`src/hw/rtl/lcps_pkg.sv`:
```
package lcps_pkg;

  // payload of the two channels
  typedef struct packed {
    logic              kind;
    logic signed [11:0] rho;
    logic [7:0]        theta_deg;
  } line_item_t;

  typedef struct packed {
    logic signed [6:0] steer_angle;
  } steer_item_t;

  localparam logic KIND_LINE = 1'b0;
  localparam logic KIND_EOF  = 1'b1;

  // configuration register map
  localparam int CFG_W     = 24;
  localparam int CFG_IDX_W = 2;
  localparam logic [CFG_IDX_W-1:0] CFG_GAIN_P      = 2'd0;
  localparam logic [CFG_IDX_W-1:0] CFG_GAIN_I      = 2'd1;
  localparam logic [CFG_IDX_W-1:0] CFG_GAIN_D      = 2'd2;
  localparam logic [CFG_IDX_W-1:0] CFG_FRAME_WIDTH = 2'd3;

  localparam logic [23:0] GAIN_P_RST      = 24'd6554;
  localparam logic [23:0] GAIN_I_RST      = 24'd655;
  localparam logic [23:0] GAIN_D_RST      = 24'd66;
  localparam logic [11:0] FRAME_WIDTH_RST = 12'd640;

  // fixed datapath widths
  localparam int GAIN_FRAC  = 16;
  localparam int TRIG_SHIFT = 14;
  localparam int SUM_W      = 32;
  localparam int INTEG_W    = 40;
  localparam int TOTAL_W    = 64;
  localparam int BASE_W     = 28;

  // shared bit-serial multiplier: signed a times unsigned b
  localparam int MUL_AW = 41;
  localparam int MUL_BW = 24;
  localparam int MUL_PW = MUL_AW + MUL_BW + 1;

  localparam logic [MUL_BW-1:0] HALF_LEN  = 24'd1000;
  localparam logic [MUL_BW-1:0] ANGLE_MUL = 24'd45;
  localparam logic signed [6:0] ANGLE_POS = 7'sd45;
  localparam logic signed [6:0] ANGLE_NEG = -7'sd45;

  localparam logic signed [MUL_PW-1:0] ITERM_HI =
    {{(MUL_PW-62){1'b0}}, 1'b1, {61{1'b0}}};
  localparam logic signed [MUL_PW-1:0] ITERM_LO = -ITERM_HI;

  typedef struct packed {
    logic                     start;
    logic signed [MUL_AW-1:0] a;
    logic [MUL_BW-1:0]        b;
  } mul_req_t;

  typedef struct packed {
    logic                     done;
    logic signed [MUL_PW-1:0] product;
  } mul_rsp_t;

  typedef enum logic [3:0] {
    ST_IDLE,
    ST_LBASE,
    ST_LHALF,
    ST_LACC,
    ST_DIV,
    ST_ERR,
    ST_INTEG,
    ST_PID_P,
    ST_PID_I,
    ST_PID_D,
    ST_CLIP,
    ST_SCALE,
    ST_EMIT
  } state_t;

  // round(16384*sin(d)) for d = 0..90
  localparam logic [14:0] SINE_Q14 [0:90] = '{
    15'd0,     15'd286,   15'd572,   15'd857,   15'd1143,  15'd1428,  15'd1713,
    15'd1997,  15'd2280,  15'd2563,  15'd2845,  15'd3126,  15'd3406,  15'd3686,
    15'd3964,  15'd4240,  15'd4516,  15'd4790,  15'd5063,  15'd5334,  15'd5604,
    15'd5872,  15'd6138,  15'd6402,  15'd6664,  15'd6924,  15'd7182,  15'd7438,
    15'd7692,  15'd7943,  15'd8192,  15'd8438,  15'd8682,  15'd8923,  15'd9162,
    15'd9397,  15'd9630,  15'd9860,  15'd10087, 15'd10311, 15'd10531, 15'd10749,
    15'd10963, 15'd11174, 15'd11381, 15'd11585, 15'd11786, 15'd11982, 15'd12176,
    15'd12365, 15'd12551, 15'd12733, 15'd12911, 15'd13085, 15'd13255, 15'd13421,
    15'd13583, 15'd13741, 15'd13894, 15'd14044, 15'd14189, 15'd14330, 15'd14466,
    15'd14598, 15'd14726, 15'd14849, 15'd14968, 15'd15082, 15'd15191, 15'd15296,
    15'd15396, 15'd15491, 15'd15582, 15'd15668, 15'd15749, 15'd15826, 15'd15897,
    15'd15964, 15'd16026, 15'd16083, 15'd16135, 15'd16182, 15'd16225, 15'd16262,
    15'd16294, 15'd16322, 15'd16344, 15'd16362, 15'd16374, 15'd16382, 15'd16384
  };

endpackage

```
`src/hw/rtl/lcps_stream_if.sv`:
```
interface lcps_stream_if #(
  parameter type payload_t = logic
);
  logic     valid;
  logic     ready;
  payload_t data;

  modport source (output valid, output data, input ready);
  modport sink   (input valid, input data, output ready);
endinterface

```
`src/hw/rtl/lane_center_pid_steering.sv`:
```
// Lane-center PID steering. Line items (kind 0) carry a Hough line as rho and
// whole-degree theta; each one adds its two rounded endpoint x positions,
// round(rho*cos +- 1000*sin), to a running sum and bumps the line count, up to
// MAX_LINES lines per frame (later lines are dropped). An end-of-frame item
// (kind 1) divides the sum by twice the count for the lane center, takes the
// error against frame_width/2 with FRAC_BITS fraction bits, runs one PID step
// with Q8.16 gains, clamps the output to [-1,1], scales by 45 and sends the
// steering angle only when it is nonzero; an end of frame with no lines does
// nothing. One item is in work at a time. All products go through one shared
// bit-serial multiplier and the center through a bit-serial divider. A finished
// angle waits in an output register while the next items are taken.
module lane_center_pid_steering import lcps_pkg::*; #(
  parameter int MAX_LINES = 1024,
  parameter int FRAC_BITS = 8
) (
  input  logic                 clk,
  input  logic                 rst,
  lcps_stream_if.sink          line_in,
  lcps_stream_if.source        steer_out,
  input  logic                 cfg_we,
  input  logic [CFG_IDX_W-1:0] cfg_index,
  input  logic [CFG_W-1:0]     cfg_data
);

  localparam int CNT_W     = $clog2(MAX_LINES + 1);
  localparam int ERR_W     = FRAC_BITS + 13;
  localparam int DIVN_W    = SUM_W + FRAC_BITS;
  localparam int DIVD_W    = CNT_W + 1;
  localparam int CENTER_W  = DIVN_W + 1;
  localparam int ONE_SHIFT = FRAC_BITS + GAIN_FRAC;

  localparam logic signed [TOTAL_W-1:0] TOTAL_ONE     = TOTAL_W'(1) << ONE_SHIFT;
  localparam logic signed [TOTAL_W-1:0] TOTAL_NEG_ONE = -TOTAL_ONE;
  localparam logic [MUL_PW-1:0] SCALE_BIAS = (MUL_PW'(1) << ONE_SHIFT) - MUL_PW'(1);

  // configuration registers
  logic [23:0] gain_p, gain_i, gain_d;
  logic [11:0] frame_width;

  // frame and controller state
  logic signed [SUM_W-1:0]   endpoint_sum;
  logic [CNT_W-1:0]          line_count;
  logic signed [INTEG_W-1:0] error_integral;
  logic signed [ERR_W-1:0]   previous_error;

  // per-item working registers
  state_t                     state, state_next;
  logic signed [15:0]         sin_val;
  logic signed [BASE_W-1:0]   base;
  logic                       sum_neg;
  logic signed [CENTER_W-1:0] center;
  logic signed [ERR_W-1:0]    err;
  logic signed [TOTAL_W-1:0]  total;
  logic signed [6:0]          angle;

  // output register
  logic        out_valid;
  steer_item_t out_item;

  mul_req_t mul_req;
  mul_rsp_t mul_rsp;
  logic              div_start, div_done;
  logic [DIVN_W-1:0] div_quot;

  logic in_fire;
  logic count_full;

  assign in_fire    = line_in.valid && line_in.ready;
  assign count_full = line_count >= CNT_W'(MAX_LINES);
  // no item is taken while reset is held
  assign line_in.ready = !rst && (state == ST_IDLE);

  // trig lookup on the incoming angle; 180..255 folds back with both signs flipped
  logic [7:0]  deg, deg_fold, s_idx, c_idx;
  logic        flip, low_half, cos_neg;
  logic [14:0] s_mag, c_mag;
  logic signed [15:0] s_in;
  logic signed [12:0] rho_ext, rho_eff;

  always_comb begin
    deg      = line_in.data.theta_deg;
    flip     = deg >= 8'd180;
    deg_fold = flip ? deg - 8'd180 : deg;
    low_half = deg_fold <= 8'd90;
    s_idx    = low_half ? deg_fold : 8'd180 - deg_fold;
    c_idx    = low_half ? 8'd90 - deg_fold : deg_fold - 8'd90;
    s_mag    = SINE_Q14[s_idx[6:0]];
    c_mag    = SINE_Q14[c_idx[6:0]];
    cos_neg  = !low_half ^ flip;
    s_in     = flip ? -$signed({1'b0, s_mag}) : $signed({1'b0, s_mag});
    rho_ext  = 13'(line_in.data.rho);
    // rho*cos as (+-rho)*|cos| so the multiplier operand stays unsigned
    rho_eff  = cos_neg ? -rho_ext : rho_ext;
  end

  // endpoint accumulation: base already carries the rounding half
  logic signed [BASE_W-1:0] half, v_lo, v_hi;
  logic signed [SUM_W-1:0]  e_lo, e_hi;

  always_comb begin
    half = $signed(mul_rsp.product[BASE_W-1:0]);
    v_lo = base - half;
    v_hi = base + half;
    e_lo = SUM_W'(v_lo >>> TRIG_SHIFT);
    e_hi = SUM_W'(v_hi >>> TRIG_SHIFT);
  end

  // divider operands, magnitude of the sum scaled to the error format
  logic [SUM_W-1:0]  sum_abs;
  logic [DIVN_W-1:0] div_num;
  logic [DIVD_W-1:0] div_den;

  assign sum_abs = endpoint_sum[SUM_W-1] ? SUM_W'(-endpoint_sum) : SUM_W'(endpoint_sum);
  assign div_num = {sum_abs, {FRAC_BITS{1'b0}}};
  assign div_den = {line_count, 1'b0};

  // error against half the frame width, saturated to ERR_W bits
  logic [CENTER_W-1:0]      target;
  logic signed [CENTER_W:0] err_full;
  logic                     err_ovf;
  logic signed [ERR_W-1:0]  err_sat;

  always_comb begin
    target   = CENTER_W'({frame_width[11:1], {FRAC_BITS{1'b0}}});
    err_full = $signed({center[CENTER_W-1], center}) - $signed({1'b0, target});
    err_ovf  = err_full[CENTER_W:ERR_W-1] != {(CENTER_W-ERR_W+2){err_full[CENTER_W]}};
    if (!err_ovf) begin
      err_sat = err_full[ERR_W-1:0];
    end else if (err_full[CENTER_W]) begin
      err_sat = {1'b1, {(ERR_W-1){1'b0}}};
    end else begin
      err_sat = {1'b0, {(ERR_W-1){1'b1}}};
    end
  end

  // integral update, saturated to INTEG_W bits
  logic signed [INTEG_W:0]   integ_sum;
  logic signed [INTEG_W-1:0] integ_sat;

  always_comb begin
    integ_sum = $signed({error_integral[INTEG_W-1], error_integral}) + (INTEG_W+1)'(err);
    if (integ_sum[INTEG_W] == integ_sum[INTEG_W-1]) begin
      integ_sat = integ_sum[INTEG_W-1:0];
    end else if (integ_sum[INTEG_W]) begin
      integ_sat = {1'b1, {(INTEG_W-1){1'b0}}};
    end else begin
      integ_sat = {1'b0, {(INTEG_W-1){1'b1}}};
    end
  end

  // integral term limit and final scaling (truncate toward zero)
  logic signed [MUL_PW-1:0] iterm_sat;
  logic signed [MUL_PW-1:0] scale_adj, scale_shr;
  logic signed [ERR_W:0]    err_diff;

  always_comb begin
    if (mul_rsp.product > ITERM_HI) begin
      iterm_sat = ITERM_HI;
    end else if (mul_rsp.product < ITERM_LO) begin
      iterm_sat = ITERM_LO;
    end else begin
      iterm_sat = mul_rsp.product;
    end
    scale_adj = mul_rsp.product +
                (mul_rsp.product[MUL_PW-1] ? $signed(SCALE_BIAS) : $signed(MUL_PW'(0)));
    scale_shr = scale_adj >>> ONE_SHIFT;
    err_diff  = (ERR_W+1)'(err) - (ERR_W+1)'(previous_error);
  end

  // sequencer: next state and unit launches
  always_comb begin
    state_next    = state;
    mul_req.start = 1'b0;
    mul_req.a     = '0;
    mul_req.b     = '0;
    div_start     = 1'b0;
    unique case (state)
      ST_IDLE: begin
        if (in_fire) begin
          if (line_in.data.kind == KIND_LINE) begin
            if (!count_full) begin
              mul_req.start = 1'b1;
              mul_req.a     = MUL_AW'(rho_eff);
              mul_req.b     = MUL_BW'(c_mag);
              state_next    = ST_LBASE;
            end
          end else if (line_count != '0) begin
            div_start  = 1'b1;
            state_next = ST_DIV;
          end
        end
      end
      ST_LBASE: begin
        if (mul_rsp.done) begin
          mul_req.start = 1'b1;
          mul_req.a     = MUL_AW'(sin_val);
          mul_req.b     = HALF_LEN;
          state_next    = ST_LHALF;
        end
      end
      ST_LHALF: begin
        if (mul_rsp.done) begin
          state_next = ST_LACC;
        end
      end
      ST_LACC: state_next = ST_IDLE;
      ST_DIV: begin
        if (div_done) begin
          state_next = ST_ERR;
        end
      end
      ST_ERR: state_next = ST_INTEG;
      ST_INTEG: begin
        mul_req.start = 1'b1;
        mul_req.a     = MUL_AW'(err);
        mul_req.b     = gain_p;
        state_next    = ST_PID_P;
      end
      ST_PID_P: begin
        if (mul_rsp.done) begin
          mul_req.start = 1'b1;
          mul_req.a     = MUL_AW'(error_integral);
          mul_req.b     = gain_i;
          state_next    = ST_PID_I;
        end
      end
      ST_PID_I: begin
        if (mul_rsp.done) begin
          mul_req.start = 1'b1;
          mul_req.a     = MUL_AW'(err_diff);
          mul_req.b     = gain_d;
          state_next    = ST_PID_D;
        end
      end
      ST_PID_D: begin
        if (mul_rsp.done) begin
          state_next = ST_CLIP;
        end
      end
      ST_CLIP: begin
        if (total >= TOTAL_ONE || total <= TOTAL_NEG_ONE) begin
          state_next = ST_EMIT;
        end else begin
          // inside (-1,1) the total fits the multiplier operand
          mul_req.start = 1'b1;
          mul_req.a     = total[MUL_AW-1:0];
          mul_req.b     = ANGLE_MUL;
          state_next    = ST_SCALE;
        end
      end
      ST_SCALE: begin
        if (mul_rsp.done) begin
          state_next = ST_EMIT;
        end
      end
      ST_EMIT: begin
        if (angle == '0 || !out_valid || steer_out.ready) begin
          state_next = ST_IDLE;
        end
      end
      default: state_next = ST_IDLE;
    endcase
  end

  always_ff @(posedge clk) begin
    if (rst) begin
      state <= ST_IDLE;
    end else begin
      state <= state_next;
    end
  end

  // configuration writes
  always_ff @(posedge clk) begin
    if (rst) begin
      gain_p      <= GAIN_P_RST;
      gain_i      <= GAIN_I_RST;
      gain_d      <= GAIN_D_RST;
      frame_width <= FRAME_WIDTH_RST;
    end else if (cfg_we) begin
      unique case (cfg_index)
        CFG_GAIN_P:      gain_p      <= cfg_data;
        CFG_GAIN_I:      gain_i      <= cfg_data;
        CFG_GAIN_D:      gain_d      <= cfg_data;
        CFG_FRAME_WIDTH: frame_width <= cfg_data[11:0];
        default: ;
      endcase
    end
  end

  // frame accumulators and PID memory
  always_ff @(posedge clk) begin
    if (rst) begin
      endpoint_sum   <= '0;
      line_count     <= '0;
      error_integral <= '0;
      previous_error <= '0;
    end else begin
      if (state == ST_LACC) begin
        endpoint_sum <= endpoint_sum + e_lo + e_hi;
        line_count   <= line_count + 1'b1;
      end
      if (state == ST_INTEG) begin
        error_integral <= integ_sat;
      end
      if (state == ST_PID_D && mul_rsp.done) begin
        previous_error <= err;
        endpoint_sum   <= '0;
        line_count     <= '0;
      end
    end
  end

  // working registers
  always_ff @(posedge clk) begin
    if (state == ST_IDLE && in_fire) begin
      sin_val <= s_in;
      sum_neg <= endpoint_sum[SUM_W-1];
    end
    if (state == ST_LBASE && mul_rsp.done) begin
      base <= $signed(mul_rsp.product[BASE_W-1:0]) + BASE_W'(1 << (TRIG_SHIFT - 1));
    end
    if (state == ST_DIV && div_done) begin
      center <= sum_neg ? -$signed({1'b0, div_quot}) : $signed({1'b0, div_quot});
    end
    if (state == ST_ERR) begin
      err <= err_sat;
    end
    if (mul_rsp.done) begin
      unique case (state)
        ST_PID_P: total <= mul_rsp.product[TOTAL_W-1:0];
        ST_PID_I: total <= total + TOTAL_W'(iterm_sat);
        ST_PID_D: total <= total + mul_rsp.product[TOTAL_W-1:0];
        ST_SCALE: angle <= scale_shr[6:0];
        default: ;
      endcase
    end
    if (state == ST_CLIP) begin
      if (total >= TOTAL_ONE) begin
        angle <= ANGLE_POS;
      end else if (total <= TOTAL_NEG_ONE) begin
        angle <= ANGLE_NEG;
      end
    end
  end

  // output register, loaded when the slot is free or being emptied
  always_ff @(posedge clk) begin
    if (rst) begin
      out_valid <= 1'b0;
    end else if (state == ST_EMIT && angle != '0 && (!out_valid || steer_out.ready)) begin
      out_valid <= 1'b1;
    end else if (steer_out.ready) begin
      out_valid <= 1'b0;
    end
  end

  always_ff @(posedge clk) begin
    if (state == ST_EMIT && angle != '0 && (!out_valid || steer_out.ready)) begin
      out_item.steer_angle <= angle;
    end
  end

  assign steer_out.valid = out_valid;
  assign steer_out.data  = out_item;

  lcps_mul_serial u_mul (
    .clk (clk),
    .rst (rst),
    .req (mul_req),
    .rsp (mul_rsp)
  );

  lcps_div_serial #(
    .NUM_W (DIVN_W),
    .DEN_W (DIVD_W)
  ) u_div (
    .clk      (clk),
    .rst      (rst),
    .start    (div_start),
    .dividend (div_num),
    .divisor  (div_den),
    .done     (div_done),
    .quotient (div_quot)
  );

  // a zero angle is never sent
  a_out_nonzero: assert property (@(posedge clk) disable iff (rst)
    out_valid |-> out_item.steer_angle != '0)
    else $error("zero steering angle on output");

  a_out_range: assert property (@(posedge clk) disable iff (rst)
    out_valid |-> (out_item.steer_angle <= ANGLE_POS && out_item.steer_angle >= ANGLE_NEG))
    else $error("steering angle out of range");

  a_count_cap: assert property (@(posedge clk) disable iff (rst)
    line_count <= CNT_W'(MAX_LINES))
    else $error("line count past cap");

  a_eof_starts: assert property (@(posedge clk) disable iff (rst)
    (in_fire && line_in.data.kind == KIND_EOF && line_count != '0) |=> state == ST_DIV)
    else $error("end of frame did not start the divider");

  a_mul_owner: assert property (@(posedge clk) disable iff (rst)
    mul_rsp.done |-> (state == ST_LBASE || state == ST_LHALF || state == ST_PID_P ||
                      state == ST_PID_I || state == ST_PID_D || state == ST_SCALE))
    else $error("multiplier finished with no waiting step");

endmodule

```
`src/hw/rtl/lcps_mul_serial.sv`:
```
module lcps_mul_serial import lcps_pkg::*; (
  input  logic     clk,
  input  logic     rst,
  input  mul_req_t req,
  output mul_rsp_t rsp
);

  localparam int CNT_W = $clog2(MUL_BW);

  logic signed [MUL_AW-1:0] a_reg;
  logic signed [MUL_AW:0]   hi;
  logic [MUL_BW-1:0]        lo;
  logic [CNT_W-1:0]         cnt;
  logic                     busy;
  logic                     done;
  logic signed [MUL_AW:0]   partial;

  // one multiplier bit per cycle, lsb first
  assign partial = hi + (lo[0] ? {a_reg[MUL_AW-1], a_reg} : '0);

  always_ff @(posedge clk) begin
    if (rst) begin
      busy <= 1'b0;
      done <= 1'b0;
      cnt  <= '0;
    end else begin
      done <= 1'b0;
      if (req.start) begin
        busy <= 1'b1;
        cnt  <= '0;
      end else if (busy) begin
        cnt <= cnt + 1'b1;
        if (cnt == CNT_W'(MUL_BW - 1)) begin
          busy <= 1'b0;
          done <= 1'b1;
        end
      end
    end
  end

  always_ff @(posedge clk) begin
    if (req.start) begin
      a_reg <= req.a;
      hi    <= '0;
      lo    <= req.b;
    end else if (busy) begin
      hi <= {partial[MUL_AW], partial[MUL_AW:1]};
      lo <= {partial[0], lo[MUL_BW-1:1]};
    end
  end

  assign rsp.done    = done;
  assign rsp.product = {hi, lo};

endmodule

```
`src/hw/rtl/lcps_div_serial.sv`:
```
module lcps_div_serial #(
  parameter int NUM_W = 40,
  parameter int DEN_W = 12
) (
  input  logic             clk,
  input  logic             rst,
  input  logic             start,
  input  logic [NUM_W-1:0] dividend,
  input  logic [DEN_W-1:0] divisor,
  output logic             done,
  output logic [NUM_W-1:0] quotient
);

  localparam int CNT_W = $clog2(NUM_W);

  logic [NUM_W-1:0] shreg;
  logic [DEN_W-1:0] rem;
  logic [DEN_W-1:0] den;
  logic [CNT_W-1:0] cnt;
  logic             busy;
  logic [DEN_W:0]   trial;
  logic             fits;

  // restoring division, one quotient bit per cycle
  assign trial = {rem, shreg[NUM_W-1]};
  assign fits  = trial >= {1'b0, den};

  always_ff @(posedge clk) begin
    if (rst) begin
      busy <= 1'b0;
      done <= 1'b0;
      cnt  <= '0;
    end else begin
      done <= 1'b0;
      if (start) begin
        busy <= 1'b1;
        cnt  <= '0;
      end else if (busy) begin
        cnt <= cnt + 1'b1;
        if (cnt == CNT_W'(NUM_W - 1)) begin
          busy <= 1'b0;
          done <= 1'b1;
        end
      end
    end
  end

  always_ff @(posedge clk) begin
    if (start) begin
      shreg <= dividend;
      rem   <= '0;
      den   <= divisor;
    end else if (busy) begin
      shreg <= {shreg[NUM_W-2:0], fits};
      rem   <= fits ? DEN_W'(trial - {1'b0, den}) : trial[DEN_W-1:0];
    end
  end

  assign quotient = shreg;

endmodule

```
`src/flat_wrapper.sv`:
```
// flat-port wrapper written by rule: the top's interface ports become plain ports
module lane_center_pid_steering_flat import lcps_pkg::*;
#(
  parameter int MAX_LINES = 1024,
  parameter int FRAC_BITS = 8
)
  (clk, rst, cfg_we, cfg_index, cfg_data, line_in_valid, line_in_data, line_in_ready, steer_out_valid, steer_out_data, steer_out_ready);
  lcps_stream_if #(.payload_t(line_item_t)) line_in_i ();
  lcps_stream_if #(.payload_t(steer_item_t)) steer_out_i ();
  input  logic clk;
  input  logic rst;
  input  logic cfg_we;
  input  logic [CFG_IDX_W-1:0] cfg_index;
  input  logic [CFG_W-1:0] cfg_data;
  input wire logic [$bits(line_in_i.valid)-1:0] line_in_valid;
  input wire logic [$bits(line_in_i.data)-1:0] line_in_data;
  output wire logic [$bits(line_in_i.ready)-1:0] line_in_ready;
  output wire logic [$bits(steer_out_i.valid)-1:0] steer_out_valid;
  output wire logic [$bits(steer_out_i.data)-1:0] steer_out_data;
  input wire logic [$bits(steer_out_i.ready)-1:0] steer_out_ready;
  assign line_in_i.valid = line_in_valid;
  assign line_in_i.data = line_in_data;
  assign line_in_ready = line_in_i.ready;
  assign steer_out_valid = steer_out_i.valid;
  assign steer_out_data = steer_out_i.data;
  assign steer_out_i.ready = steer_out_ready;
  lane_center_pid_steering #(.MAX_LINES(MAX_LINES), .FRAC_BITS(FRAC_BITS)) u_core (.clk(clk), .rst(rst), .line_in(line_in_i), .steer_out(steer_out_i), .cfg_we(cfg_we), .cfg_index(cfg_index), .cfg_data(cfg_data));
endmodule
```
`config.mk`:
```
export PLATFORM = sky130hd
export DESIGN_NAME = lane_center_pid_steering_flat
export DESIGN_NICKNAME = d
export VERILOG_FILES = /design/src/hw/rtl/lcps_pkg.sv /design/src/hw/rtl/lcps_stream_if.sv /design/src/hw/rtl/lane_center_pid_steering.sv /design/src/hw/rtl/lcps_mul_serial.sv /design/src/hw/rtl/lcps_div_serial.sv /design/src/flat_wrapper.sv
export SDC_FILE = /design/constraint.sdc
export NUM_CORES = 2
export LEC_CHECK = 0
export ABC_AREA = 1
export CAP_MARGIN = 20
export CORE_MARGIN = 2
export CORE_UTILIZATION = 29
export DETAILED_ROUTE_END_ITERATION = 6
export DONT_BUFFER_PORTS = 1
export GPL_ROUTABILITY_DRIVEN = 0
export GPL_TIMING_DRIVEN = 0
export PLACE_DENSITY = 0.43
export SLEW_MARGIN = 30
export SYNTH_ARGS = -nofsm -noshare
export SYNTH_HDL_FRONTEND = slang
export SYNTH_SLANG_ARGS = --single-unit
```
`constraint.sdc`:
```
create_clock -name clk -period 10.55 [get_ports clk]
set_clock_uncertainty 0.05 [all_clocks]
set_input_delay 1.055 -clock clk [delete_from_list [all_inputs] [get_ports clk]]
set_output_delay 1.055 -clock clk [all_outputs]
set_load 0.02 [all_outputs]
```
# [Yosys cells after proc, flatten, opt, wreduce, memory -nomap -nowiden]
# Memory sizes are Yosys's and may differ from the RTL's.
# Index checks and enable logic that the tools add are counted.
# Widths: inputs -> output; s select.
[word_totals] wordCells=205 output_inout_bits=9 n_memories=2 romBits=3840 in_bits=52 reg_bits=562
[memory_table] memory="(no name shown)" words=128 width=15 rd=1 rd_ports_with_merged_regs=0 wr=0 line="lane_center_pid_steering.sv:87" rtl="s_mag = SINE_Q14[s_idx[6:0]];"
[memory_table] memory="(no name shown)" words=128 width=15 rd=1 rd_ports_with_merged_regs=0 wr=0 line="lane_center_pid_steering.sv:88" rtl="c_mag = SINE_Q14[c_idx[6:0]];"
[op_classes] magnitude_cmp=10 n_eq_ne=30 addsub=24 reduce_logical=35 n_bitwise=5 muxes=66
[op_table] operator="$mux 66" n=7
[op_table] operator="$pmux 66 s6" n=1
[op_table] operator="$mux 40" n=5
[op_table] operator="$pmux 64 s3" n=1
[op_table] operator="$add 64x64->64" n=2
[op_table] operator="$mux 64" n=2
[op_table] operator="$mux 15" n=5
[op_table] operator="$mux 24" n=3
[op_table] operator="$gt 65x63->1 const B" n=1
[op_table] operator="$lt 65x62->1 const B" n=1
[op_table] operator="$add 32x14->32" n=2
[op_table] operator="$ge 64x26->1 const B" n=1
[op_table] operator="$le 64x25->1 const B" n=1
[op_table] operator="$mux 7" n=7
[op_table] operator="$mux 4" n=12
[op_table] operator="$pmux 4 s12" n=1
[op_table] operator="$add 42x42->42" n=1
[op_table] operator="$mux 21" n=2
[op_table] operator="$mux 42" n=1
[op_table] operator="$sub 41x20->42" n=1
[op_table] operator="$add 40x21->41" n=1
[op_table] operator="$neg 40->41" n=1
[op_table] operator="$mux 32" n=1
[op_table] operator="$neg 32->32" n=1
[op_table] operator="55 further kinds" n=109

# [Longest topological paths before layout]
[logic_depth] ltp_word=13 ltp_mapped=36 depth_no_buf=36

# [Modules after synthesis]
# A second synthesis with hierarchy kept.
[unflattened] hier_cells=7481 hier_area_um2=50668.6
[by_module_without_submodules] mod="lane_center_pid_steering" seq_area_each_um2=9328.9 cells_each=5926 area_each_um2=39399.0 n_inst=1
[by_module_without_submodules] mod="lcps_mul_serial" seq_area_each_um2=2912.8 cells_each=1094 area_each_um2=7479.7 n_inst=1
[by_module_without_submodules] mod="lcps_div_serial" seq_area_each_um2=1961.9 cells_each=461 area_each_um2=3789.9 n_inst=1

# [Worst setup path after synthesis]
# No wires, ideal clock.
[synth_timing] path_type="register to register" startpoint="reg u_core.state[2]" endpoint="reg u_core.total[0] (enable)" stages_incl_launch_ff=10 arrival_time_ns=6.187 period_less_slack_ns=6.812 path_buffers=1 path_slack_ns=3.738 required_ns=9.925 setup_time_ns=0.575 cell_sequence="dfxtp_1 inv_1 ha_1 inv_1 nor2_1 inv_1 nand2_1 clkinv_1 clkbuf_1 o21ai_0"
[synth_via] elab_chain_len=3 word_cells_on_any_way=5 cone_classes="eq/ne (3); reduce/logical (2)"
[synth_rtl] element="start, declared" line="lane_center_pid_steering.sv:47" rtl="state_t state, state_next;"
[synth_rtl] element="start signal, assigned" line="lane_center_pid_steering.sv:269" rtl="state <= state_next;"
[synth_rtl] element="$eq 4x3->1 / $eq 4x4->1 (equally long branches)" line="lane_center_pid_steering.sv:330" rtl="unique case (state)"
[synth_rtl] element="$reduce_bool 3->1 (no source line) *"
[synth_rtl] element="$reduce_and 2->1 (no source line) *"
[synth_rtl] element="end signal, assigned" line="lane_center_pid_steering.sv:331" rtl="ST_PID_P: total <= mul_rsp.product[TOTAL_W-1:0];"
[synth_rtl] element="end signal, assigned" line="lane_center_pid_steering.sv:332" rtl="ST_PID_I: total <= total + TOTAL_W'(iterm_sat);"
[synth_rtl] element="end signal, assigned" line="lane_center_pid_steering.sv:333" rtl="ST_PID_D: total <= total + mul_rsp.product[TOTAL_W-1:0];"
[synth_rtl] element="end, declared" line="lane_center_pid_steering.sv:53" rtl="logic signed [TOTAL_W-1:0] total;"
# Mark *: on every way between the ends. The rest lies on a longest branch, timed or not.
# A chain may end at the register's enable or synchronous reset.

# [Final worst setup path]
[layout_timing] startpoint="reg u_core.u_mul.lo[20]" endpoint="reg u_core.total[56] (data pin)"
[layout_via] elab_chain_len=5 word_cells_on_any_way=7 cone_classes="add/sub (2); order compare (2); mux (3)"
[layout_rtl] element="start, declared" line="lcps_mul_serial.sv:12" rtl="logic [MUL_BW-1:0] lo;"
[layout_rtl] element="start signal, assigned" line="lcps_mul_serial.sv:45" rtl="lo <= req.b;"
[layout_rtl] element="start signal, assigned" line="lcps_mul_serial.sv:48" rtl="lo <= {partial[0], lo[MUL_BW-1:1]};"
[layout_rtl] element="$lt 65x62->1" line="lane_center_pid_steering.sv:159" rtl="end else if (mul_rsp.product < ITERM_LO) begin"
[layout_rtl] element="$mux 64" line="lane_center_pid_steering.sv:159"
[layout_rtl] element="$mux 64" line="lane_center_pid_steering.sv:157" rtl="if (mul_rsp.product > ITERM_HI) begin"
[layout_rtl] element="$add 64x64->64" line="lane_center_pid_steering.sv:332"
[layout_rtl] element="$pmux 64 s3 *" line="lane_center_pid_steering.sv:330"
# Marked as above.

==> flow_summary.ini <==
[clocking]
htreeDepth = 3
path_clk_slew_ns = 0.06
ctsRootBufferMaster = clkbuf_16
numCtsBuffers = 73
cts_max_path_buffers = 3
cts_sinks = 561
clk_latency_ns = 0.68
cts_resized = 0
hold_buffers = 0
post-cts-setup-buffers = 0
cts_tree = built

[placed_design]
hpwl_mm = 166.6
portBuffers = 0
post-place-cells = 9167
placed_area_sq_um = 51710

[floorplanning]
fp.dieW_um = 413.4
io_pins = 61
start_util = 0.2913
core.rowCount = 150
fp.dieH_um = 413.4
die_area_sq_um = 170900
design.core.area_sq_um = 166800

[sta]
tightest_slew_ns = 1.094
fmax_mhz = 121.1
period_needed_ns = 8.255
fin_crit_sh = 0.7825
slew_violations = 0
finalHoldViolCount = 0
holdWs_ns = 0.3975
setup_viol = 0
grt_setup_unrepaired = no
maxSlewHeadroom = 0.2707

[grt]
antenna_found_initial = 6
grt_pass1_vias = 46782
grt_max_degree = 48
grt_pass1_wl_mm = 300.6
grt-ovfl-total = 0
grt_use_total = 0.2329

[status]
status = completed

[drt]
avgViaCountPerCell = 5.256
drc_errors = 0
routed_wl_mm = 203.7
wl_per_cell_um = 21.89
postRouteAntennaNets = 0
first_pass_iters = 6
drtIter0Drc = 4423
vias = 48898

[critical_path]
cp_max_fo = 10
arrival_ns = 8.62
cpPeakStageDelay_ns = 0.67
start_kind = flop
cp_common_cell = nand3_1
cp-end-kind = flop
slowest_stage = edfxtp_1
cp.required_ns = 10.92
crit_type = flop to flop

[finish]
final_cell_mix = nand2_1, inv_1, a21oi_1, nor2_1, o21ai_0
drive_gt1_frac = 0.04748
largest-register = u_core.total
multi_input_area_sq_um = 30240
largest_reg_flops = 64
fillers = 18258
final_common_cell = nand2_1
final_area_sq_um = 54180
ff_latch_area_sq_um = 14090
finalNonFillerCells = 9303
fin_nets = 7520
areaGrowthSynthToFinish_pct = 11.50

[synth]
synth.cell_area_sq_um = 48600
synth_area_leaders = edfxtp_1, dfxtp_1, nand2_1, ha_1, a21oi_1
ys_async_sr_fraction = 0
yosysWarnings = 0
synth_nets = 7429
synthFlopType = edfxtp_1
yosys.area.top_type = edfxtp_1
yosysSeqAreaShare = 0.2900
ys_types = 74
avgSynthCellArea_sq_um = 6.996
synth_edf_count = 286
synth_top_area_frac = 0.1767
synth_seq_cells = 561
syn_inst = 6947

[pwr]
total_power_uw = 12020
ir_drop_v = 0.0001163
leakage_uw = 0.02369
p_per_area_nw_per_um2 = 221.8

[min_path]
worstHoldPathType = flop to flop

[run]
max_cap_violations = 0
==> layout make-up <==
class,count,area share
Antenna cell,1,0.00004618
Buffer,205,0.01656
Clock buffer,93,0.03630
Clock inverter,42,0.009329
Inverter,918,0.06364
Multi-Input combinational cell,5263,0.5581
Sequential cell,561,0.2601
Tap cell,2204,0.05089
Timing Repair Buffer,16,0.004988
==> path summary, 6_finish.rpt <==
check / slack [ns] / cells past startpoint / end / startpoint
setup / recovery: 2.29 / 29 / u_core.total[56] / u_core.u_mul.lo[20]
hold / removal: 0.40 / 0 / u_core.u_div.den[6] / u_core.line_count[5]
setup reg to reg: 2.29 / 29 / u_core.total[56] / u_core.u_mul.lo[20]
hold reg to reg: 0.40 / 0 / u_core.u_div.den[6] / u_core.line_count[5]
==> metal layers <==
layer  up-vias  wire, um  global-route usage  part of all wire
met1     23164     93260              0.3164              0.46
met5         -         7                   0          0.000034
met3       269     12530             0.03748             0.062
met4         2      5167             0.05787             0.025
met2      1510     92720              0.3831              0.46
li1      23953         -                   -                 -
==> critical path, delay by kind of cell (launching register included) <==
kind | cells | cell delay (ns)
AOI/OAI and AO/OA | 8 | 2.12
buffers and inverters | 6 | 1.89
and+or+nand+nor | 13 | 2.66
DFF | 1 | 0.67
adders and majority gates | 2 | 0.57
==> through the flow <==
| stage | utilization | worst slack [ns] | TNS (ns) |
|---|---|---|---|
| floorplan | - | 3.738 | 0 |
| global placement | 0.3078 | -2.104 | -134.05 |
| detailed placement | 0.3099 | 2.657 | 0 |
| CTS | 0.3247 | 2.621 | 0 |
| global route | 0.3247 | 2.112 | 0 |
| finish | 0.3248 | 2.295 | 0 |
==> synthesized netlist by cell type (87+ instances only) <==
cell type and n:
nand2_1 1310, inv_1 884, a21oi_1 733, nor2_1 702, o21ai_0 535, ha_1 391
nand3_1 353, edfxtp_1 286, dfxtp_1 275, xor2_1 204, clkbuf_1 155, nor3_1 131
a31oi_1 103, nand4_1 93, o211ai_1 87
==> kinds of logic (layout without fill, tap and decap cells) <==
family,after synthesis,after routing,share of synthesized area
flip-flops,561,561,0.2900
buffers and inverters,1123,1274,0.08908
adder cells (fa/ha/maj),430,430,0.1167
AO/OA/AOI/OAI,1780,1780,0.2088
other,0,1,0
XOR/XNOR,269,269,0.04902
AND/OR/NAND/NOR,2784,2784,0.2464
==> power by group <==
| group | leakage (uW) | internal (uW) | switching (uW) |
|---|---|---|---|
| registers | 0.00489 | 2510 | 353 |
| clock network | 0.00123 | 1520 | 1130 |
| logic | 0.0176 | 2220 | 4280 |
| total | 0.0237 | 6250 | 5770 |
No activity file was read; power rests on OpenSTA's default activity.
